$ cat config.mk
export PLATFORM = sky130hd
export DESIGN_NAME = stepper_trapezoid_ramp
export DESIGN_NICKNAME = d
export VERILOG_FILES = /design/src/design/srt_pkg.sv /design/src/design/srt_length.sv /design/src/design/srt_ramp.sv /design/src/design/stepper_trapezoid_ramp.sv
export SDC_FILE = /design/constraint.sdc
export NUM_CORES = 1
export LEC_CHECK = 0
export ABC_AREA = 1
export BUFFER_PORTS_ARGS = -buffer_cell sky130_fd_sc_hd__buf_2
export CAP_MARGIN = 15
export CORE_ASPECT_RATIO = 0.6
export CORE_MARGIN = 2
export CORE_UTILIZATION = 40
export CTS_CLUSTER_SIZE = 25
export DETAILED_ROUTE_END_ITERATION = 10
export PLACE_DENSITY = 0.56
export SKIP_LAST_GASP = 1
export SLEW_MARGIN = 20
export SYNTH_ARGS = -nofsm -noshare
export SYNTH_HDL_FRONTEND = slang
export SYNTH_SLANG_ARGS = --single-unit
$ cat constraint.sdc
create_clock -name clk -period 13 [get_ports clk]
set_input_delay 0.65 -clock clk [delete_from_list [all_inputs] [get_ports clk]]
set_output_delay 0.65 -clock clk [all_outputs]
set_load 0.01 [all_outputs]
$ cat src/design/srt_pkg.sv
// Shared types, constants and item codes for the trapezoidal stepper ramp.
// No dependencies; imported by every module of the block.
package srt_pkg;

  // width of the step up-counter; the pull ends when it overflows
  localparam int unsigned COUNTER_BITS = 16;
  localparam int unsigned LEN_BITS     = 16;
  localparam int unsigned SPEED_BITS   = 8;
  localparam int unsigned CFG_IDX_BITS = 3;
  localparam int unsigned CFG_DATA_BITS = 16;

  localparam logic [SPEED_BITS-1:0] SPEED_MAX = '1;

  typedef logic [COUNTER_BITS-1:0] cnt_t;
  typedef logic [LEN_BITS-1:0]     len_t;
  typedef logic [SPEED_BITS-1:0]   speed_t;

  // request kinds
  typedef enum logic [1:0] {
    KIND_START = 2'd0,
    KIND_STEP  = 2'd1,
    KIND_TICK  = 2'd2
  } kind_t;

  // configuration register indexes
  typedef enum logic [CFG_IDX_BITS-1:0] {
    REG_NORMAL_LENGTH = 3'd0,
    REG_CLEAR_LENGTH  = 3'd1,
    REG_PULLS_PER_CLR = 3'd2,
    REG_PULL_TARGET   = 3'd3,
    REG_CLEAR_TARGET  = 3'd4,
    REG_RAMP_DIVIDER  = 3'd5,
    REG_START_SPEED   = 3'd6,
    REG_RATIO_3TO1    = 3'd7
  } reg_idx_t;

  typedef struct packed {
    len_t         normal_length;
    len_t         clear_length;
    logic [7:0]   pulls_per_clear;
    speed_t       pull_target_speed;
    speed_t       clear_target_speed;
    logic [7:0]   ramp_divider;
    speed_t       start_speed;
    logic         ratio_three_to_one;
  } cfg_t;

  // ramp profile state touched by ramp ticks
  typedef struct packed {
    logic [7:0] tick_count;
    speed_t     compare_value;
    logic       accelerating;
    logic       decel_begun;
    cnt_t       turn_point;
  } ramp_state_t;

  // values loaded by a start request
  typedef struct packed {
    len_t       length;
    speed_t     target_speed;
    logic [7:0] pulls_done;
    cnt_t       turn_point;
    cnt_t       reload_value;
  } start_load_t;

endpackage

$ cat src/design/srt_length.sv
// Pull length selection and scaling for a start request.
// Depends on srt_pkg.
module srt_length (
  input  srt_pkg::cfg_t        cfg,
  input  logic [7:0]           pulls_done,
  input  srt_pkg::len_t        offset_subtract,
  output srt_pkg::start_load_t load
);
  import srt_pkg::*;

  logic  take_clear;
  len_t  base_len;
  len_t  sub_len;
  len_t  triple_len;
  len_t  final_len;
  cnt_t  half_ext;
  cnt_t  len_ext;

  // clearing pull after every pulls_per_clear normal pulls
  assign take_clear = (cfg.pulls_per_clear != 8'd0) && (pulls_done >= cfg.pulls_per_clear);
  assign base_len   = take_clear ? cfg.clear_length : cfg.normal_length;

  // offset and optional three-quarter scaling, 16-bit wrap
  assign sub_len    = base_len - offset_subtract;
  assign triple_len = sub_len + {sub_len[LEN_BITS-2:0], 1'b0};
  assign final_len  = cfg.ratio_three_to_one ? {2'b00, triple_len[LEN_BITS-1:2]} : sub_len;

  assign half_ext = cnt_t'({1'b0, final_len[LEN_BITS-1:1]});
  assign len_ext  = cnt_t'(final_len);

  // counter preload and midpoint turn
  always_comb begin
    load.length       = final_len;
    load.target_speed = take_clear ? cfg.clear_target_speed : cfg.pull_target_speed;
    if (take_clear) begin
      load.pulls_done = 8'd0;
    end else if (cfg.pulls_per_clear != 8'd0) begin
      load.pulls_done = pulls_done + 8'd1;
    end else begin
      load.pulls_done = 8'd0;
    end
    load.turn_point   = cnt_t'(0) - half_ext;
    load.reload_value = cnt_t'(0) - len_ext;
  end

endmodule

$ cat src/design/srt_ramp.sv
// Acceleration and deceleration step of the compare value on a ramp tick.
// Depends on srt_pkg.
module srt_ramp (
  input  srt_pkg::cfg_t        cfg,
  input  srt_pkg::cnt_t        step_counter,
  input  srt_pkg::cnt_t        reload_value,
  input  srt_pkg::speed_t      target_speed,
  input  srt_pkg::ramp_state_t cur,
  output srt_pkg::ramp_state_t nxt
);
  import srt_pkg::*;

  logic [7:0] tc_dec;

  // mirror the tick phase on entry to deceleration
  assign tc_dec = cur.decel_begun ? cur.tick_count : (cfg.ramp_divider - cur.tick_count);

  always_comb begin
    nxt = cur;
    if (step_counter > cur.turn_point) begin
      // past the turn: slow down, guarded by the start speed
      nxt.decel_begun = 1'b1;
      nxt.tick_count  = tc_dec;
      if (cur.compare_value <= cfg.start_speed) begin
        if (tc_dec >= cfg.ramp_divider) begin
          nxt.tick_count = 8'd0;
          if (cur.compare_value != SPEED_MAX) begin
            nxt.compare_value = cur.compare_value + speed_t'(1);
          end
        end else begin
          nxt.tick_count = tc_dec + 8'd1;
        end
      end
    end else if (cur.accelerating) begin
      // speeding up toward the target
      if (cur.compare_value > target_speed) begin
        if (cur.tick_count >= cfg.ramp_divider) begin
          nxt.tick_count    = 8'd0;
          nxt.compare_value = cur.compare_value - speed_t'(1);
        end else begin
          nxt.tick_count = cur.tick_count + 8'd1;
        end
      end else begin
        // target reached early: turn at the mirrored point
        nxt.turn_point   = reload_value - step_counter;
        nxt.accelerating = 1'b0;
      end
    end
  end

endmodule

$ cat src/design/stepper_trapezoid_ramp.sv
// Trapezoidal speed ramp for a foil-pull stepper: profile state, config and result register.
// Depends on srt_pkg, srt_length and srt_ramp.
//
// Each request (start pull, motor step pulse or ramp tick) updates the profile state
// at the edge that accepts it, and its result lands in a single output register.
// A new request is taken every cycle while the result is either empty or being
// taken at the same edge, so the block sustains one request per clock as long as
// out_ready is not held low; each state update feeds that output register.
// A start while a pull runs, and steps or ticks while idle, only report current state.
// Configuration writes take effect at once and should be made while the block is idle.
module stepper_trapezoid_ramp (
  input  logic                                 clk,
  input  logic                                 rst,
  // request channel
  input  logic                                 in_valid,
  output logic                                 in_ready,
  input  logic [1:0]                           kind,
  input  logic [15:0]                          offset_subtract,
  // result channel
  output logic                                 out_valid,
  input  logic                                 out_ready,
  output logic [7:0]                           pwm_compare,
  output logic                                 running,
  output logic                                 done_res,
  output logic [15:0]                          loaded_length,
  // configuration port
  input  logic                                 cfg_we,
  input  logic [srt_pkg::CFG_IDX_BITS-1:0]     cfg_index,
  input  logic [srt_pkg::CFG_DATA_BITS-1:0]    cfg_data
);
  import srt_pkg::*;

  cfg_t        cfg;
  cnt_t        step_counter, step_counter_next;
  cnt_t        reload_value, reload_value_next;
  speed_t      target_speed, target_speed_next;
  logic [7:0]  pulls_done, pulls_done_next;
  logic        busy, busy_next;
  len_t        loaded_len, loaded_len_next;
  ramp_state_t ramp, ramp_next;
  ramp_state_t ramp_tick;
  start_load_t load;
  logic        done_next;
  cnt_t        step_inc;
  logic        in_fire;

  assign in_ready = !out_valid || out_ready;
  assign in_fire  = in_valid && in_ready;

  // configuration registers
  always_ff @(posedge clk) begin
    if (rst) begin
      cfg.normal_length      <= '0;
      cfg.clear_length       <= '0;
      cfg.pulls_per_clear    <= '0;
      cfg.pull_target_speed  <= SPEED_MAX;
      cfg.clear_target_speed <= SPEED_MAX;
      cfg.ramp_divider       <= 8'd60;
      cfg.start_speed        <= SPEED_MAX;
      cfg.ratio_three_to_one <= 1'b0;
    end else if (cfg_we) begin
      unique case (reg_idx_t'(cfg_index))
        REG_NORMAL_LENGTH: cfg.normal_length      <= cfg_data;
        REG_CLEAR_LENGTH:  cfg.clear_length       <= cfg_data;
        REG_PULLS_PER_CLR: cfg.pulls_per_clear    <= cfg_data[7:0];
        REG_PULL_TARGET:   cfg.pull_target_speed  <= cfg_data[7:0];
        REG_CLEAR_TARGET:  cfg.clear_target_speed <= cfg_data[7:0];
        REG_RAMP_DIVIDER:  cfg.ramp_divider       <= cfg_data[7:0];
        REG_START_SPEED:   cfg.start_speed        <= cfg_data[7:0];
        REG_RATIO_3TO1:    cfg.ratio_three_to_one <= cfg_data[0];
        default: ;
      endcase
    end
  end

  srt_length u_length (
    .cfg             (cfg),
    .pulls_done      (pulls_done),
    .offset_subtract (offset_subtract),
    .load            (load)
  );

  srt_ramp u_ramp (
    .cfg          (cfg),
    .step_counter (step_counter),
    .reload_value (reload_value),
    .target_speed (target_speed),
    .cur          (ramp),
    .nxt          (ramp_tick)
  );

  assign step_inc = step_counter + cnt_t'(1);

  // next state for the request at the input
  always_comb begin
    step_counter_next = step_counter;
    reload_value_next = reload_value;
    target_speed_next = target_speed;
    pulls_done_next   = pulls_done;
    busy_next         = busy;
    loaded_len_next   = loaded_len;
    ramp_next         = ramp;
    done_next         = 1'b0;
    unique case (kind_t'(kind))
      KIND_START: begin
        if (!busy) begin
          step_counter_next       = load.reload_value;
          reload_value_next       = load.reload_value;
          target_speed_next       = load.target_speed;
          pulls_done_next         = load.pulls_done;
          loaded_len_next         = load.length;
          busy_next               = 1'b1;
          ramp_next.tick_count    = 8'd0;
          ramp_next.compare_value = cfg.start_speed;
          ramp_next.accelerating  = 1'b1;
          ramp_next.decel_begun   = 1'b0;
          ramp_next.turn_point    = load.turn_point;
        end
      end
      KIND_STEP: begin
        if (busy) begin
          step_counter_next = step_inc;
          if (step_inc == cnt_t'(0)) begin
            busy_next = 1'b0;
            done_next = 1'b1;
          end
        end
      end
      KIND_TICK: begin
        if (busy) begin
          ramp_next = ramp_tick;
        end
      end
      default: ;
    endcase
  end

  // profile state
  always_ff @(posedge clk) begin
    if (rst) begin
      step_counter       <= '0;
      reload_value       <= '0;
      target_speed       <= '0;
      pulls_done         <= '0;
      busy               <= 1'b0;
      loaded_len         <= '0;
      ramp.tick_count    <= '0;
      ramp.compare_value <= SPEED_MAX;
      ramp.accelerating  <= 1'b1;
      ramp.decel_begun   <= 1'b0;
      ramp.turn_point    <= '0;
    end else if (in_fire) begin
      step_counter <= step_counter_next;
      reload_value <= reload_value_next;
      target_speed <= target_speed_next;
      pulls_done   <= pulls_done_next;
      busy         <= busy_next;
      loaded_len   <= loaded_len_next;
      ramp         <= ramp_next;
    end
  end

  // result register
  always_ff @(posedge clk) begin
    if (rst) begin
      out_valid <= 1'b0;
    end else if (in_fire) begin
      out_valid <= 1'b1;
    end else if (out_ready) begin
      out_valid <= 1'b0;
    end
  end

  always_ff @(posedge clk) begin
    if (in_fire) begin
      pwm_compare   <= ramp_next.compare_value;
      running       <= busy_next;
      done_res      <= done_next;
      loaded_length <= loaded_len_next;
    end
  end

  // a completing step pulse never reports a running pull
  a_done_idle: assert property (@(posedge clk) disable iff (rst)
    out_valid && done_res |-> !running)
    else $error("done result with pull still running");

  // an accepted start from idle always begins a fresh acceleration
  a_start_loads: assert property (@(posedge clk) disable iff (rst)
    in_fire && kind == KIND_START && !busy
      |=> busy && ramp.accelerating && !ramp.decel_begun && ramp.tick_count == 8'd0)
    else $error("start did not load a fresh ramp");

  // the counter only moves while a pull runs
  a_counter_idle: assert property (@(posedge clk) disable iff (rst)
    !busy && !(in_fire && kind == KIND_START) |=> $stable(step_counter))
    else $error("step counter moved while idle");

  // the result register mirrors the busy flag after each request
  a_running_tracks: assert property (@(posedge clk) disable iff (rst)
    in_fire |=> running == busy)
    else $error("running result disagrees with busy state");

endmodule
# Word-level counts from Yosys, hierarchy flattened

Index checks and enable logic that the tools add are counted.

Reduce and logical (&&, ||, !) cells: 26
Add/subtract/negate cells: 12
Mux-type cells: 35
Magnitude comparators: 6
Bitwise gates (word level): 1
Equal/unequal tests: 19

Operator list:

| cell                  | number |
|---|---|
| $mux 16               | 12 |
| $mux 8                | 9 |
| $mux 34               | 2 |
| $pmux 34 s2           | 1 |
| $add 8x1->8 const B   | 4 |
| $pmux 16 s2           | 1 |
| $sub 16x16->16        | 2 |
| $ge 8x8->1            | 3 |
| $reduce_and 2->1      | 9 |
| $mux 17               | 1 |
| $add 16x1->16 const B | 1 |
| $add 16x16->16        | 1 |
| $gt 16x16->1          | 1 |
| $logic_not 16->1      | 1 |
| $sub 1x15->16 const A | 1 |
| $sub 1x16->16 const A | 1 |
| $eq 3x3->1 const B    | 4 |
| $ne 2x2->1 const B    | 6 |
| $reduce_and 5->1      | 2 |
| $gt 8x8->1            | 1 |
| $le 8x8->1            | 1 |
| $mux 1                | 8 |
| $ne 8x8->1 const B    | 1 |
| $reduce_bool 8->1     | 1 |
| 21 further kinds      | 25 |

Register bits after elaboration: 199
Bits of input ports: 42
Word-level logic and storage cells: 123

# Longest topological paths before layout

Gate-level depths: netlist of the first run.

Word-level depth: 9
Mapped depth: 46

# By module

Synthesis of the first run repeated with hierarchy kept, for this count alone.

Cells, all modules: 2291
Area, all modules: 15015.7 um^2

Modules (own cells, without submodules):

| module                 | instances | area an instance (um^2) | seq. area each (um^2) | cells an instance |
|---|---|---|---|---|
| stepper_trapezoid_ramp | 1         | 8032.7                  | 4244.1                | 1012 |
| srt_ramp               | 1         | 3654.8                  | 0.0                   | 675 |
| srt_length             | 1         | 3328.2                  | 0.0                   | 604 |

# Worst setup path before layout of the first run

No wires, ideal clock.

Path type: register -> register
Start point: reg cfg[40] (netlist name)
End point: reg reload_value[13]
Setup time: 0.116 ns
Clock period less this slack: 5.392 ns
Arrival: 5.276 ns
Path slack: 7.608 ns
Cell stages (with the launch flop): 32
Path through: dfxtp_1 -> inv_1 -> ha_1 -> nand2_1 -> inv_1 -> nor2_1 -> o21a_1 -> nand2_1 -> nand2_2 -> buf_1 -> mux2_2 -> ha_1 -> xnor2_1 -> ha_1 -> a21o_1 -> a31o_2 -> or2_2 -> a22oi_4 -> ha_1 -> inv_1 -> nor2_1 -> nand2_1 -> nor2_1 -> nand2_2 -> nor2_4 -> nand3_2 -> nor2_4 -> nand2_1 -> nand2_1 -> nand3_1 -> o211ai_1 -> inv_1

Longest elaborated chain between the ends: 7

RTL lines:

| item                                                   | RTL line                      | RTL |
|---|---|---|
| $ge 8x8->1 / $reduce_bool 8->1 (equally long branches) | srt_length.sv:20              | `assign take_clear = (cfg.pulls_per_clear != 8'd0) && (pulls_done >= cfg.pulls_per_clear);` |
| $logic_and 1x1->1 (*)                                  | srt_length.sv:20              |  |
| $mux 16 (*)                                            | srt_length.sv:21              | `assign base_len = take_clear ? cfg.clear_length : cfg.normal_length;` |
| $sub 16x16->16 (*)                                     | srt_length.sv:24              | `assign sub_len = base_len - offset_subtract;` |
| $add 16x16->16                                         | srt_length.sv:25              | `assign triple_len = sub_len + {sub_len[LEN_BITS-2:0], 1'b0};` |
| $mux 16 (*)                                            | srt_length.sv:26              | `assign final_len = cfg.ratio_three_to_one ? {2'b00, triple_len[LEN_BITS-1:2]} : sub_len;` |
| $sub 1x16->16 (*)                                      | srt_length.sv:43              | `load.reload_value = cnt_t'(0) - len_ext;` |
| to (signal assigned)                                   | stepper_trapezoid_ramp.sv:154 | `reload_value <= reload_value_next;` |
| to (decl)                                              | stepper_trapezoid_ramp.sv:35  | `cnt_t reload_value, reload_value_next;` |

Every way passes the cells marked *; elsewhere a longest branch is shown, timed or not.
A chain may end at the register's enable or synchronous reset.

# Worst setup path after layout of the first run

Start point: reg pulls_done[0]
End point: reg step_counter[13]

Longest elaborated chain between the ends: 9

RTL lines:

| item                   | RTL line                      | RTL |
|---|---|---|
| from (decl)            | stepper_trapezoid_ramp.sv:37  | `logic [7:0] pulls_done, pulls_done_next;` |
| from (signal assigned) | stepper_trapezoid_ramp.sv:156 | `pulls_done <= pulls_done_next;` |
| $ge 8x8->1 (*)         | srt_length.sv:20              |  |
| $logic_and 1x1->1 (*)  | srt_length.sv:20              |  |
| $mux 16 (*)            | srt_length.sv:21              |  |
| $sub 16x16->16 (*)     | srt_length.sv:24              |  |
| $add 16x16->16         | srt_length.sv:25              |  |
| $mux 16 (*)            | srt_length.sv:26              |  |
| $sub 1x16->16 (*)      | srt_length.sv:43              |  |
| $mux 16 (*)            | stepper_trapezoid_ramp.sv:106 | `if (!busy) begin` |
| $pmux 16 s2 (*)        | stepper_trapezoid_ramp.sv:104 | `unique case (kind_t'(kind))` |
| to (signal assigned)   | stepper_trapezoid_ramp.sv:153 | `step_counter <= step_counter_next;` |
| to (decl)              | stepper_trapezoid_ramp.sv:34  | `cnt_t step_counter, step_counter_next;` |

Every way passes the cells marked *; elsewhere a longest branch is shown, timed or not. The select of a mux whose other input is x is not followed.

==> impl_metrics.csv, run 1 <==
group,metric,value,unit
status,status,"complete, no violations",
critical_path,crit_path_start_kind,"register",
synth,syn_inst,1968,
synth,synth_area_per_cell,6.99,um2
die,die_width,243,um
timing,skew,0.0109,ns
critical_path,cp-end-kind,"register",
synth,synth_top_area_frac,0.252,
layout,drive_above_1_share,0.104,
critical_path,cpMaxStageDelayCell,"xnor2_1",
timing,finalWorstSetupSlack,6.77,ns
layout,nNetsFinal,2161,
critical_path,critPathKind,"reg -> reg",
timing,fin_crit_sh,0.479,
placed_design,gp_congestion,0.908,
synth,synthArstFlopShare,0,
clock_tree,cts_resized,0,
drt,num_vias,12949,
timing,timing.hold.ws,0.434,ns
synth,yosys_warnings,0,
timing,finalHoldViolCount,0,
global_routing,grt_pass1_vias,11935,
die,rows,52,
synth,synth.cell_area,13800,um2
layout,seq_area,4240,um2
die,core_area,33800,um2
critical_path,path_max_fanout,34,
drt,routed_wirelength,40.1,mm
synth,synth_seq_area_share,0.309,
timing,slew_headroom,0.372,
drt,drcViolationCount,0,
power,power.leakage,0.00712,uW
synth,ys_ff_latch,199,
timing,tightest_slew,0.941,ns
drt,ant_nets,0,
clock_tree,cts_made_buffers,17,
global_routing,grt_use_met3,0.0369,
clock_tree,clock_tree.buffer_depth,2,
power,ir_worst_vdd,0.103,mV
critical_path,cp.arrival,6.54,ns
timing,fin_crit,6.23,ns
clock_tree,cts_tree,"yes",
timing,setup_viol,0,
synth,synth-main-ff-cell,"dfxtp_1",
timing,maxSlewViolCount,0,
global_routing,globalRouteOverflowTotal,0,
synth,synthTopCellsByArea,"dfxtp_1 (25%), nand2_1 (11%), ha_1 (9.6%)",
worst_hold_path,holdCritPathClass,"in -> reg",
layout,multi_input_area,8150,um2
layout,final_util,0.448,
synth,synth_most_common_cell,"nand2_1",
power,p_per_area,122,nW/um2
timing,clock.fmax,161,MHz
critical_path,worstPathRequired,13.31,ns
synth,ys_types,65,
placed_design,dpl.hpwl,30.1,mm
job,maxCapViolCount,0,
clock_tree,path_clk_slew,0.08,ns
synth,synth_top_cell_by_area,"dfxtp_1",
critical_path,cpPeakStageDelay,0.49,ns
drt,drt-wirelength-per-cell,16.2,um
global_routing,grt_pass1_wl,64.6,mm
placed_design,io_buffers,69,
clock_tree,htree_levels,4,
layout,antenna_cells,0,
die,dieArea,35900,um2
clock_tree,post_cts_buffers,0,
global_routing,grt_max_degree,89,
power,finalPower,1840,uW
synth,synth_edf_count,26,
global_routing,gr-usage-met2,0.331,
clock_tree,clock-sinks,199,
drt,via_per_inst,5.22,
clock_tree,clk_latency,0.46,ns
die,ioPinCount,70,
timing,grt_setup_unrepaired,"false",
die,start_util,0.407,
placed_design,dp_slack,6.81,ns
global_routing,met1_usage,0.340,
clock_tree,root_buffer,"clkbuf_16",
synth,syn_nets,2120,
die,die_y,148,um
global_routing,busiest_layer,"met1",
synth,synthTopCellsByCount,"nand2_1 (386), inv_1 (278), nor2_1 (183), dfxtp_1 (173), o21ai_0 (159)",
clock_tree,ctsHoldBuffers,0,
timing,fin_setup_tns,0,ns
drt,drt-initial-drc-count,925,
drt,drt_first_pass_iters,5,
layout,fillers,3450,
critical_path,cpMostUsedCell,"nand2_1",
global_routing,grt_usage,0.225,
layout,area_growth,9.89,%
global_routing,grt_antenna_before_repair,0,
[state kept, by name, indices dropped and copies added, names as in the netlist]
| signal | cells |
|---|---|
| pulls_done | 8 |
| cfg | 73 |
| reload_value | 16 |
| ramp | 34 |
| out_valid | 1 |
| busy | 1 |
| loaded_length | 16 |
| running | 1 |
| target_speed | 8 |
| loaded_len | 16 |
| step_counter | 16 |
| pwm_compare | 8 |
| done_res | 1 |
[power breakdown]
part / switching [uW] / total [uW] / internal (uW)
logic: 395 / 586 / 191
registers: 22.8 / 680 / 657
clock network: 279 / 573 / 293
total: 697 / 1840 / 1140
[final timing paths]
kind / from / to / cells after the start / slack [ns]
max reg2reg: pulls_done[0] / step_counter[13] / 32 / 6.77
max: pulls_done[0] / step_counter[13] / 32 / 6.77
min: cfg_data[8] / cfg[49] / 3 / 0.43
min reg2reg: cfg[17] / cfg[17] / 2 / 0.46
[stage by stage]
step	instances	cell area, um2
final	2481	15100
after floorplan	1968	13800
after CTS	2481	15100
after detailed placement	2449	14500
after global routing	2481	15100
after global placement	2449	14500
[cells in the final DEF, fill, tap and decap left out, types with 8 or more instances in the layout]
cell / n
nand3_1: 118
ha_1: 106
a31oi_1: 16
o21ai_0: 159
nor2_1: 182
nand3_2: 14
mux2_2: 13
o21bai_1: 9
xor2_1: 33
nand2_2: 15
o21ai_1: 8
buf_2: 69
o211ai_1: 50
inv_1: 277
edfxtp_1: 26
nand2_1: 386
buf_4: 11
xnor2_1: 13
clkbuf_16: 18
or2_2: 8
nand2_4: 11
nor3_1: 20
a21oi_1: 151
nor4_1: 8
inv_2: 11
nand4_1: 13
dfxtp_1: 173
[cells by family (layout without fill, tap and decap cells)]
group | count (synthesis) | count (layout) | synth area share
AOI/OAI and AO/OA | 441 | 441 | 0.185
muxes | 14 | 14 | 0.0114
and+or+nand+nor | 804 | 804 | 0.263
adders and majority gates | 110 | 110 | 0.102
buffers and inverters | 353 | 407 | 0.0993
DFF | 199 | 199 | 0.309
xor gates and xnor gates | 47 | 47 | 0.0305
[critical path: cells and delay by family (launching register included)]
family          cells  cell delay (ns)
simple gates       19             2.51
compound gates      5             1.13
flops               1             0.34
buf+inv             3             0.24
fa+ha+maj           4             1.35
xor+xnor            1             0.49
[cell type report]
| cell class | instances | area share |
|---|---|---|
| clock inverters | 12 | 0.00968 |
| well taps | 459 | 0.0380 |
| repair buffers | 80 | 0.0283 |
| inverters | 295 | 0.0732 |
| clock buffers | 20 | 0.0310 |
| multi-input cells | 1416 | 0.539 |
| flip-flops and latches | 199 | 0.281 |
[layer usage]
| metal | wire length, um | vias to the layer above |
|---|---|---|
| li1 | - | 6619 |
| met1 | 20800 | 5979 |
| met2 | 16600 | 319 |
| met3 | 2340 | 32 |
| met4 | 447 | 0 |
| met5 | 0 | - |
Power figures use the tool's default switching activity.
==> run 2, diff against run 1 <==
==> constraint.sdc (replaced) <==
create_clock -name clk -period 6 [get_ports clk]
set_input_delay 0.3 -clock clk [delete_from_list [all_inputs] [get_ports clk]]
set_output_delay 0.3 -clock clk [all_outputs]
set_load 0.01 [all_outputs]
==> run 2 against run 1 <==
  * Routed wire length is 0.72% higher
  * Combinational power is 120% higher
  * Register-to-register slack worse by 6.4 ns
  * Critical path depth is 2 higher
  * Final cell count is 0.44% higher
  * Clock-buffer cell count is 3 lower
  * Non-clock buffer count is 11 higher
  * Utilization is 0.46 points higher
  * First-iteration DRC count is 7.0% higher
  * Sequential power is 120% higher
  * Sequential cell count stayed put
  * Via count hardly changed
  * Critical endpoint is now ramp[9]
==> impl_metrics.csv, run 2 (synthesis results as in run 1) <==
group,metric,value,unit
status,status,"complete, no violations",
die,die_y,148,um
power,power.leakage,0.00718,uW
timing,fin_crit,5.64,ns
power,power_frac_clock,0.311,
global_routing,grt_antenna_before_repair,0,
layout,drive_above_1_share,0.114,
critical_path,cp-end-kind,"register",
timing,clock.fmax,177,MHz
die,rows,52,
layout,seq_area,4240,um2
power,p_per_area,263,nW/um2
clock_tree,root_buffer,"clkbuf_16",
layout,final_common_cell,"nand2_1",
critical_path,cpMostUsedCell,"nand2_1",
timing,finalHoldViolCount,0,
layout,layout_common_cells,"nand2_1 (386), inv_1 (277), nor2_1 (179)",
clock_tree,htree_levels,4,
layout,antenna_cells,0,
layout,stdcell_count,2492,
die,core_area,33800,um2
global_routing,grt_max_degree,90,
timing,skew,0.0172,ns
clock_tree,clock-sinks,199,
global_routing,grt_pass1_vias,12047,
power,netSwitchingFraction,0.386,
layout,multi_input_area,8200,um2
die,start_util,0.407,
power,p_int,2470,uW
timing,tightest_slew,1.03,ns
drt,num_vias,12950,
placed_design,gp_congestion,0.859,
drt,drt-initial-drc-count,990,
die,die_width,243,um
drt,routed_wirelength,40.4,mm
drt,drt_first_pass_iters,7,
global_routing,globalRouteOverflowTotal,0,
global_routing,grt_usage,0.227,
critical_path,critPathKind,"reg -> reg",
power,seqPwrFrac,0.367,
clock_tree,clk_latency,0.47,ns
drt,via_per_inst,5.20,
global_routing,grt_pass1_wl,65.0,mm
die,ioPinCount,70,
clock_tree,cts_tree,"yes",
layout,largest-register,"cfg",
timing,slew_headroom,0.312,
drt,drt-wirelength-per-cell,16.2,um
die,dieArea,35900,um2
worst_hold_path,holdCritPathClass,"in -> reg",
layout,area_growth,11.0,%
clock_tree,cts_made_buffers,17,
critical_path,cp.arrival,5.99,ns
drt,drcViolationCount,0,
clock_tree,clock_tree.buffer_depth,2,
critical_path,cpPeakStageDelay,0.36,ns
clock_tree,path_clk_slew,0.09,ns
placed_design,place_inst,2456,
timing,grt_setup_unrepaired,"true",
layout,nNetsFinal,2172,
timing,maxSlewViolCount,0,
critical_path,cpMaxStageDelayCell,"mux2_2",
clock_tree,ctsHoldBuffers,0,
timing,fin_setup_tns,0,ns
placed_design,io_buffers,69,
drt,ant_nets,0,
timing,fin_crit_sh,0.939,
critical_path,crit_path_start_kind,"register",
power,ir_worst_vdd,0.234,mV
critical_path,path_buf_inv,8,
layout,largest_register_ff_count,73,
power,p_sw,1550,uW
layout,largestRegisters,"cfg: 73 flops, ramp: 34 flops",
critical_path,path_max_fanout,23,
critical_path,crit_family,"simple AND/OR/NAND/NOR gates",
layout,fillers,3437,
critical_path,worstPathRequired,6.36,ns
job,maxCapViolCount,0,
power,p_comb_frac,0.322,
timing,setup_viol,0,
placed_design,dpl.hpwl,30.0,mm
## run 2: changes by cell type in the layout (fill, tap and decap cells not counted), sizes merged
cell    previous run  this run
buf               80        91
clkbuf            20        17
clkinv             9        12
## run 2: final timing paths
path | from | to | slack [ns] | cells past startpoint
worst max register to register | cfg[40] | ramp[9] | 0.36 | 34
worst max-delay path | cfg[40] | ramp[9] | 0.36 | 34
worst min register to register | cfg[17] | cfg[17] | 0.47 | 2
worst min-delay path | cfg_data[14] | cfg[71] | 0.07 | 3
## run 2: worst min-delay path, stage by stage
cell	delay, ns
buf_2	0.09
nor2_1	0.04
nor2_1	0.08
## run 2: routing by layer
layer  vias up  global-route usage  share of wire  wire, um
li1       6630                   -              -         -
met1      5975               0.344           0.52     21200
met2       312               0.337           0.41     16700
met3        33              0.0310          0.050      2020
met4         0              0.0567          0.012       484
met5         -                   0              0         0
## run 2: repair_timing
| item | in CTS | in global routing |
|---|---|---|
| endpoints found under the setup margin | 0 | 19 |
| setup buffers | 0 | 4 |
| gates resized for setup | 0 | 13 |
## run 2: area by class of cell
class	count	share of cell area
well taps	459	0.0376
clock inverters	15	0.0131
multi-input cells	1416	0.537
flip-flops and latches	199	0.278
repair buffers	91	0.0342
inverters	295	0.0725
clock buffers	17	0.0279
## run 2: power by group through the flow
stage                     clock network [uW]  registers (uW)  logic [uW]
final                                   1250            1470        1300
after CTS                               1270            1470        1270
after global placement                     0            1500        1250
after detailed placement                   0            1500        1260
after floorplan                            0            1490         932
after global routing                    1320            1480        1460
## run 2: per-stage QoR
stage / area [um2] / util / total power, uW / worst slack (ns) / hold slack [ns]
after floorplan: 13800 / - / 2430 / 0.608 / 0.425
after global placement: 14600 / 0.431 / 2750 / 0.302 / 0.442
after global routing: 15300 / 0.452 / 4270 / -0.0302 / 0.0659
final: 15300 / 0.452 / 4020 / 0.364 / 0.0675
after detailed placement: 14600 / 0.431 / 2760 / 0.307 / 0.446
after CTS: 15200 / 0.450 / 4020 / 0.277 / 0.0500
==> run 3, diff against run 2 <==
--- a/config.mk
+++ b/config.mk
@@ -18,4 +18,5 @@
 export SLEW_MARGIN = 20
 export SYNTH_ARGS = -nofsm -noshare
 export SYNTH_HDL_FRONTEND = slang
+export SYNTH_HIERARCHICAL = 1
 export SYNTH_SLANG_ARGS = --single-unit
==> run 3 against run 2 <==
  * Global-route usage is 0.59 points higher
  * Utilization decreased by 0.26 points
  * Synthesized cell count rose by 16%
  * Sequential power about the same
  * Register-to-register slack better by 0.09 ns
  * Total power is 4.4% higher
  * Non-clock buffer count rose by 2
  * Highest routed layer unchanged
  * Clock skew fell by 0.0036 ns
==> impl_metrics.csv, run 3 <==
group,metric,value,unit
synth,syn_inst,2291,
layout,fillers,3908,
placed_design,dp_slack,0.389,ns
power,power.leakage,0.00793,uW
layout,final_util,0.450,
timing,fin_crit,5.54,ns
layout,antenna_cells,0,
worst_hold_path,holdCritPathClass,"in -> reg",
synth,synth.cell_area,15000,um2
critical_path,critPathKind,"reg -> reg",
critical_path,path_buf_inv,3,
layout,multi_input_area,9470,um2
status,status,"complete, no violations",
timing,slew_headroom,0.414,
synth,synthArstFlopShare,0,
synth,synth_top_cell_by_area,"dfxtp_1",
timing,finalWorstSetupSlack,0.457,ns
critical_path,cp.arrival,5.85,ns
clock_tree,clk_latency,0.46,ns
layout,drive_above_1_share,0.113,
synth,synth-compound-area-share,0.141,
clock_tree,cts_made_buffers,17,
die,ioPinCount,70,
critical_path,cpMaxStageDelayCell,"fa_1",
timing,clock.fmax,180,MHz
power,power_frac_clock,0.279,
clock_tree,clock-sinks,199,
global_routing,grt_max_degree,90,
placed_design,gp_congestion,0.910,
clock_tree,ctsHoldBuffers,0,
placed_design,place_area,15800,um2
global_routing,globalRouteOverflowTotal,0,
drt,drt-initial-drc-count,1364,
drt,drt-wirelength-per-cell,15.8,um
clock_tree,root_buffer,"clkbuf_16",
layout,final_area,16500,um2
timing,finalHoldViolCount,0,
timing,maxSlewViolCount,0,
worst_hold_path,hold_path_depth,3,
drt,drcViolationCount,0,
clock_tree,cts_tree,"yes",
drt,via_per_inst,5.15,
critical_path,cpMostUsedCell,"nand2_1",
layout,final_common_cell,"nand2_1",
power,p_per_area,254,nW/um2
synth,synth_xor_area_frac,0.0397,
die,start_util,0.409,
synth,synth-main-ff-cell,"dfxtp_1",
synth,synthSimpleGateAreaFrac,0.350,
job,maxCapViolCount,0,
die,dieArea,39200,um2
synth,synth_edf_count,26,
placed_design,dpl.hpwl,33.9,mm
placed_design,io_buffers,69,
global_routing,grt_usage,0.233,
timing,setup_viol,0,
layout,nNetsFinal,2488,
worst_hold_path,hold_path.startpoint,"cfg_data[14]",
timing,tightest_slew,0.879,ns
critical_path,regToRegStartpoint,"cfg[38]",
global_routing,grt_pass1_vias,13464,
synth,yosys.area_share.adder,0.0945,
critical_path,crit_path_start_kind,"register",
critical_path,worstPathRequired,6.31,ns
power,ir_worst_vdd,0.210,mV
synth,synth_area_per_cell,6.55,um2
layout,largest_register_ff_count,73,
synth,yosys_warnings,6,
synth,synth_most_common_cell,"nand2_1",
power,p_comb_frac,0.369,
critical_path,reg2reg_to,"ramp[14]",
synth,syn_nets,2444,
drt,ant_nets,0,
layout,seq_area,4240,um2
power,p_sw,1680,uW
synth,synth_top_area_frac,0.231,
synth,synthMuxAreaShare,0.000667,
die,core_area,36700,um2
clock_tree,htree_levels,4,
timing,fin_crit_sh,0.924,
power,netSwitchingFraction,0.399,
synth,ys_ff_latch,199,
drt,drt_first_pass_iters,6,
critical_path,cpPeakStageDelay,0.42,ns
timing,skew,0.0135,ns
synth,synth_seq_area_share,0.283,
power,p_int,2520,uW
clock_tree,path_clk_slew,0.08,ns
drt,num_vias,14694,
global_routing,grt_pass1_wl,72.4,mm
synth,synth_top_family_by_area,"simple AND/OR/NAND/NOR gates",
critical_path,crit_family,"simple AND/OR/NAND/NOR gates",
die,die_y,154,um
layout,area_growth,9.86,%
worst_hold_path,hold_end,"cfg[71]",
layout,largest-register,"cfg",
critical_path,path_max_fanout,26,
die,rows,54,
critical_path,cp-end-kind,"register",
power,seqPwrFrac,0.353,
critical_path,reg2reg_depth,35,
critical_path,reg2reg_slack,0.46,ns
synth,ys_types,59,
synth,synthTopCellsByArea,"dfxtp_1 (23%), nand2_1 (17%), ha_1 (8.9%)",
layout,layout_common_cells,"nand2_1 (663), nor2_1 (274), inv_1 (247)",
clock_tree,clock_tree.buffer_depth,2,
synth,synthTopCellsByCount,"nand2_1 (663), nor2_1 (275), inv_1 (249), dfxtp_1 (173), nand3_1 (143)",
die,die_width,254,um
global_routing,grt_antenna_before_repair,0,
drt,routed_wirelength,45.2,mm
layout,largestRegisters,"cfg: 73 flops, ramp: 34 flops",
## run 3: kinds of logic (layout without fill, tap and decap cells)
kind of cell | Yosys count | count (layout)
AOI/OAI and AO/OA | 361 | 361
buffers and inverters | 341 | 398
muxes | 1 | 1
xor gates and xnor gates | 68 | 68
DFF | 199 | 199
and+or+nand+nor | 1210 | 1210
adders and majority gates | 111 | 111
## run 3: worst reg2reg max path, delay by kind of cell (launching register included)
family                   cells  cell delay (ns)
AND/OR/NAND/NOR             18             1.94
adder cells (fa/ha/maj)      4             1.24
AO/OA/AOI/OAI                8             1.12
flip-flops                   1             0.35
buffers and inverters        3             0.35
XOR/XNOR                     1             0.33
multiplexers                 1             0.09
## run 3: per-layer routing
layer,share of wire,vias to the layer above,global-route usage
met4,0.0093,0,0.0403
met3,0.051,22,0.0416
met2,0.42,319,0.352
met5,0,-,0
li1,-,7485,-
met1,0.52,6868,0.348
## run 3: how the worst max path moves through the flow
stage | end | from | depth (start not counted) | slack, ns
floorplan | ramp[15] | cfg[40] | 33 | 1.03
global placement | ramp[14] | cfg[38] | 35 | 0.44
detailed placement | ramp[14] | cfg[40] | 34 | 0.39
CTS | ramp[14] | cfg[38] | 35 | 0.36
global route | ramp[14] | cfg[38] | 37 | -0.02
finish | ramp[14] | cfg[38] | 35 | 0.46
## run 3: cell type report
| class | count | share of cell area |
|---|---|---|
| inverter | 272 | 0.0624 |
| tap | 504 | 0.0382 |
| multi-input combinational | 1751 | 0.574 |
| timing repair inverter | 1 | 0.000455 |
| sequential | 199 | 0.257 |
| timing repair buffer | 93 | 0.0326 |
| clock inverter | 14 | 0.00865 |
| clock buffer | 18 | 0.0260 |
## run 3: repair_timing
action / in CTS / in global routing
buffers inserted: 0 / 8
endpoints found under the setup margin: 0 / 15
gates resized for setup: 0 / 18
## run 3: stage by stage
stage | hold slack, ns | setup TNS, ns | total power, uW | cells
6_report | 0.0830 | 0 | 4200 | 2852
2_1_floorplan | 0.426 | 0 | 2590 | 2291
3_3_place_gp | 0.440 | 0 | 2970 | 2811
4_1_cts | 0.0588 | 0 | 4160 | 2843
3_5_place_dp | 0.443 | 0 | 2980 | 2811
5_1_grt | 0.0773 | -0.0214 | 4480 | 2852
## run 3: power by group through the flow
| stage | combinational [uW] | clock [uW] | sequential (uW) |
|---|---|---|---|
| final | 1550 | 1170 | 1480 |
| after global routing | 1730 | 1250 | 1490 |
| after CTS | 1480 | 1200 | 1480 |
| after detailed placement | 1470 | 0 | 1510 |
| after global placement | 1460 | 0 | 1510 |
| after floorplan | 1090 | 0 | 1500 |
